`src/rtl/brfs_pkg.sv`:
```
`default_nettype none
// ----------------------------------------------------------------------------
// Bond-reduced force spread: shared types and constants
// Item and result formats, the per-atom sum triple and command codes.
// ----------------------------------------------------------------------------
package brfs_pkg;

    localparam int ATOM_COUNT = 4096;
    localparam int ATOM_W     = $clog2(ATOM_COUNT);
    localparam int FORCE_W    = 64;
    localparam int FACTOR_W   = 17;

    // Unsigned Q16 one.
    localparam logic [FACTOR_W-1:0] Q16_ONE = FACTOR_W'(65536);

    localparam logic CMD_SPREAD = 1'b0;
    localparam logic CMD_READ   = 1'b1;

    typedef struct packed {
        logic                       cmd;
        logic [ATOM_W-1:0]          atom_index;
        logic [ATOM_W-1:0]          partner_index;
        logic [FACTOR_W-1:0]        keep_factor;
        logic signed [FORCE_W-1:0]  force_x;
        logic signed [FORCE_W-1:0]  force_y;
        logic signed [FORCE_W-1:0]  force_z;
    } item_t;

    typedef struct packed {
        logic [ATOM_W-1:0]          read_index;
        logic signed [FORCE_W-1:0]  sum_x;
        logic signed [FORCE_W-1:0]  sum_y;
        logic signed [FORCE_W-1:0]  sum_z;
    } result_t;

    typedef struct packed {
        logic signed [FORCE_W-1:0]  x;
        logic signed [FORCE_W-1:0]  y;
        logic signed [FORCE_W-1:0]  z;
    } sums_t;

    // Memory port controls from the sequencer to the sum store.
    typedef struct packed {
        logic               rd_en;
        logic [ATOM_W-1:0]  rd_addr;
        logic               wr_en;
        logic [ATOM_W-1:0]  wr_addr;
        sums_t              wr_data;
    } mem_ctl_t;

endpackage

`default_nettype wire

```
`src/rtl/brfs_scale.sv`:
```
`default_nettype none
// ----------------------------------------------------------------------------
// Q16 scaling pipeline
// Four-stage product trunc(value * factor / 65536), rounded toward zero.
// ----------------------------------------------------------------------------
module brfs_scale
    import brfs_pkg::*;
(
    input  wire logic                       clk,
    input  wire logic signed [FORCE_W-1:0]  value,
    input  wire logic [FACTOR_W-1:0]        factor,
    output logic signed [FORCE_W-1:0]       scaled
);

    localparam int HALF_W = FORCE_W / 2;
    localparam int PROD_W = HALF_W + FACTOR_W;
    localparam int SUM_W  = FORCE_W + FACTOR_W;

    logic                   neg1_reg;
    logic [FORCE_W-1:0]     mag_reg;
    logic [FACTOR_W-1:0]    factor_reg;
    logic                   neg2_reg;
    logic [PROD_W-1:0]      hi_prod_reg;
    logic [PROD_W-1:0]      lo_prod_reg;
    logic                   neg3_reg;
    logic [FORCE_W-1:0]     res_reg;
    logic [FORCE_W-1:0]     scaled_reg;

    logic [FORCE_W-1:0]     mag_next;
    logic [SUM_W-1:0]       full_sum;

    always_comb
    begin
        mag_next = value[FORCE_W-1] ? FORCE_W'(~value + FORCE_W'(1)) : FORCE_W'(value);
        // The high partial product sits 32 bits up; the Q16 shift drops the low 16 bits.
        full_sum = {hi_prod_reg, {HALF_W{1'b0}}} + SUM_W'(lo_prod_reg);
    end

    always_ff @(posedge clk)
    begin
        neg1_reg    <= value[FORCE_W-1];
        mag_reg     <= mag_next;
        factor_reg  <= factor;
        neg2_reg    <= neg1_reg;
        hi_prod_reg <= PROD_W'(mag_reg[FORCE_W-1:HALF_W]) * PROD_W'(factor_reg);
        lo_prod_reg <= PROD_W'(mag_reg[HALF_W-1:0]) * PROD_W'(factor_reg);
        neg3_reg    <= neg2_reg;
        res_reg     <= full_sum[FORCE_W+15:16];
        scaled_reg  <= neg3_reg ? FORCE_W'(~res_reg + FORCE_W'(1)) : res_reg;
    end

    assign scaled = scaled_reg;

endmodule

`default_nettype wire

```
`config.mk`:
```
export PLATFORM = sky130hd
export DESIGN_NAME = brfs_scale
export DESIGN_NICKNAME = d
export VERILOG_FILES = /design/src/rtl/brfs_pkg.sv /design/src/rtl/brfs_scale.sv
export SDC_FILE = /design/constraint.sdc
export NUM_CORES = 2
export LEC_CHECK = 0
export ABC_CLOCK_PERIOD_IN_PS = 5900
export BUFFER_PORTS_ARGS = -buffer_cell sky130_fd_sc_hd__buf_4
export CAP_MARGIN = 40
export CORE_MARGIN = 5
export CORE_UTILIZATION = 40
export DETAILED_ROUTE_END_ITERATION = 8
export PLACE_DENSITY = 0.55
export SETUP_SLACK_MARGIN = 0.02
export SLEW_MARGIN = 15
export SYNTH_ARGS = -nofsm -noshare
export SYNTH_HDL_FRONTEND = slang
export SYNTH_SLANG_ARGS = --single-unit
```
`constraint.sdc`:
```
create_clock -name clk -period 5.9 [get_ports clk]
set_input_delay 0.59 -clock clk [delete_from_list [all_inputs] [get_ports clk]]
set_output_delay 0.59 -clock clk [all_outputs]
set_load 0.03 [all_outputs]
```
==> results.cfg <==
[sta]
timing_hold_violations_final = 0
setup_viol = 46
fin_skew_ns = 0.0374
worst_pin_slew_ns = 0.739
slew_headroom = 0.503
finalCriticalPeriod_ns = 6.26
timing.fmax_ghz = 0.160
post-route-period-util = 1.06
fin_ws_ns = -0.356
rsz0062_at_grt = yes
maxSlewViolCount = 0

[detailed_routing]
post-route-drc-count = 0
drtAntennaViolNets = 0
wirelength_microns = 125000
wl_per_cell_microns = 18.3
vias_per_cell = 4.93
vias = 33578
drt_pass1_iterations = 5
drt-initial-drc-count = 1587

[final_layout]
nNetsFinal = 6607
layoutNonFillerInstCount = 6813
area_growth_pct = 24.1
insertedDiodeCount = 0
drive_gt1_frac = 0.198

[grt]
antenna_found_initial = 8
grt_pass1_vias = 37020
grt_pass1_wl_microns = 203000
grt_max_degree = 51
grt_use_total = 0.221
grt_remaining_overflow = 0

[floorplanning]
coreArea_sq_um = 109000
rows = 121
pin_count = 146
die_area_sq_um = 116000
die_x_microns = 340
start_util = 0.402
dieHeight_microns = 340

[setup_path]
cpMaxStageDelayCell = fa_1
critical_path_class = reg2reg
endpoint_kind = flop
critPathMaxFanout = 6
cp.required_ns = 6.37
critPathBufInv = 8
crit_arrival_ns = 6.72
worst_path_largest_cell_delay_ns = 0.60
rrSetupSlack_ns = -0.36
cp-start-kind = flop
cpMostUsedCell = fa_1
path_delay_family = adder cells

[logic_synthesis]
synth_area_leaders = fa_1, dfxtp_1, inv_1
synth_area_sq_um = 43700
synth.net_count = 6088
yosysUniqueCellTypes = 68
ys_ff_latch = 293
synth_edf_count = 0
synthFlopType = dfxtp_1
yosys.area.top_type = fa_1
netlist_instances = 4851
async_reset_ff_frac = 0
synth_top_area_frac = 0.411
synth-warning-count = 0
syn_avg_cell_area_sq_um = 9.01
ys_seq_area_frac = 0.134

[placed_design]
dpl.cell_count = 6660
post-dp-hpwl_microns = 100000
portBuffers = 145
gp_congestion = 0.853

[cts]
cts_sinks = 293
htreeDepth = 2
cts_buffers = 39
cts_hold_buf = 0
clock_latency_ns = 0.60
clk_path_buf_depth = 3
cts-root-buf = clkbuf_16
cts_tree = built
clk_pin_slew_worst_paths_ns = 0.07

[job]
max-cap-violations = 0

[outcome]
violations = setup timing
status = finished, violations left

[worst_hold_path]
hold_class = in2reg
[routing by layer]
metal,part of all wire,GRT usage,vias to the layer above
met3,0.050,0.0301,166
met1,0.42,0.284,17183
met4,0.028,0.0585,0
li1,-,-,15478
met2,0.50,0.392,751
met5,0,0,-
[cell usage in the layout (no fill, tap or decap), types with 27 or more instances in the layout]
master	n
nand2_1	764
fa_2	36
dfxtp_1	266
o21ai_0	73
inv_1	1039
buf_6	47
inv_2	27
o31ai_1	43
xnor2_1	188
and2_1	402
buf_4	568
buf_12	79
clkbuf_16	39
a21o_1	37
ha_1	224
a21oi_1	65
ha_4	34
xor2_1	39
nand3_1	36
nor2_1	57
fa_1	860
[worst reg2reg max path, delay by kind of cell, from the launching register on]
family                   cells  cell delay, ns
AO/OA/AOI/OAI                6            0.90
flip-flops                   1            0.32
buffers and inverters        8            0.77
XOR/XNOR                     1            0.25
adder cells (fa/ha/maj)      7            3.41
AND/OR/NAND/NOR              3            0.49
[per-stage QoR]
stage / area [sq um] / worst slack, ns / util / hold WS, ns / TNS, ns
detailed placement: 50100 / -0.659 / 0.461 / 0.312 / -20.96
floorplan: 43900 / 0.0193 / - / 0.310 / 0
finish: 54200 / -0.356 / 0.499 / 0.0837 / -9.18
global placement: 50100 / -0.720 / 0.461 / 0.311 / -19.56
CTS: 53600 / -0.327 / 0.493 / 0.0396 / -6.52
global route: 54200 / -0.581 / 0.499 / 0.0616 / -20.35
[logic make-up (layout without fill, tap and decap cells)]
group	after synthesis	count (layout)	synth area share
flops	293	293	0.134
buf+inv	1295	1843	0.112
simple gates	1470	1470	0.162
compound gates	393	393	0.0579
fa+ha+maj	1155	1155	0.485
mux	1	1	0.000229
xor+xnor	244	244	0.0489
[repair_timing]
action | 4_1_cts | 5_1_grt
setup endpoints to repair | 59 | 58
pin swaps | 175 | 125
setup buffers | 70 | 23
gates resized for setup | 273 | 121
gates cloned | 6 | 0
[cells in the mapped netlist, drive strengths merged, types with 9 or more instances]
cell type	instances
o31ai	45
nand4	23
and3	24
nor4	10
nand3	43
a31oi	9
clkbuf	223
or2	9
a21o	38
a21oi	99
and2	408
nand2	787
xnor2	200
ha	259
o21bai	13
inv	1066
o211ai	12
o21a	11
xor2	44
o41ai	20
fa	896
nor3	22
nor2	60
or4	18
dfxtp	293
a211oi	10
nor2b	11
o21ai	100
or3	29
nand2b	10
[final timing paths]
path | start | to | depth (start not counted)
setup reg to reg | factor_reg[2] | hi_prod_reg[32] | 25
setup / recovery | factor_reg[2] | hi_prod_reg[32] | 25
hold reg to reg | lo_prod_reg[19] | res_reg[3] | 0
hold / removal | factor[10] | factor_reg[10] | 1
[final cells by class]
type	count	area [sq um]
well taps	1414	1770
clock buffers	47	1050
fillers	10172	54500
clock inverters	23	369
multi-input cells	3263	34500
inverters	1066	4000
repair buffers	707	6660
flip-flops and latches	293	5910
Power is not shown: default switching activity piles up to over one toggle a cycle in this logic, so the estimate is an artifact.
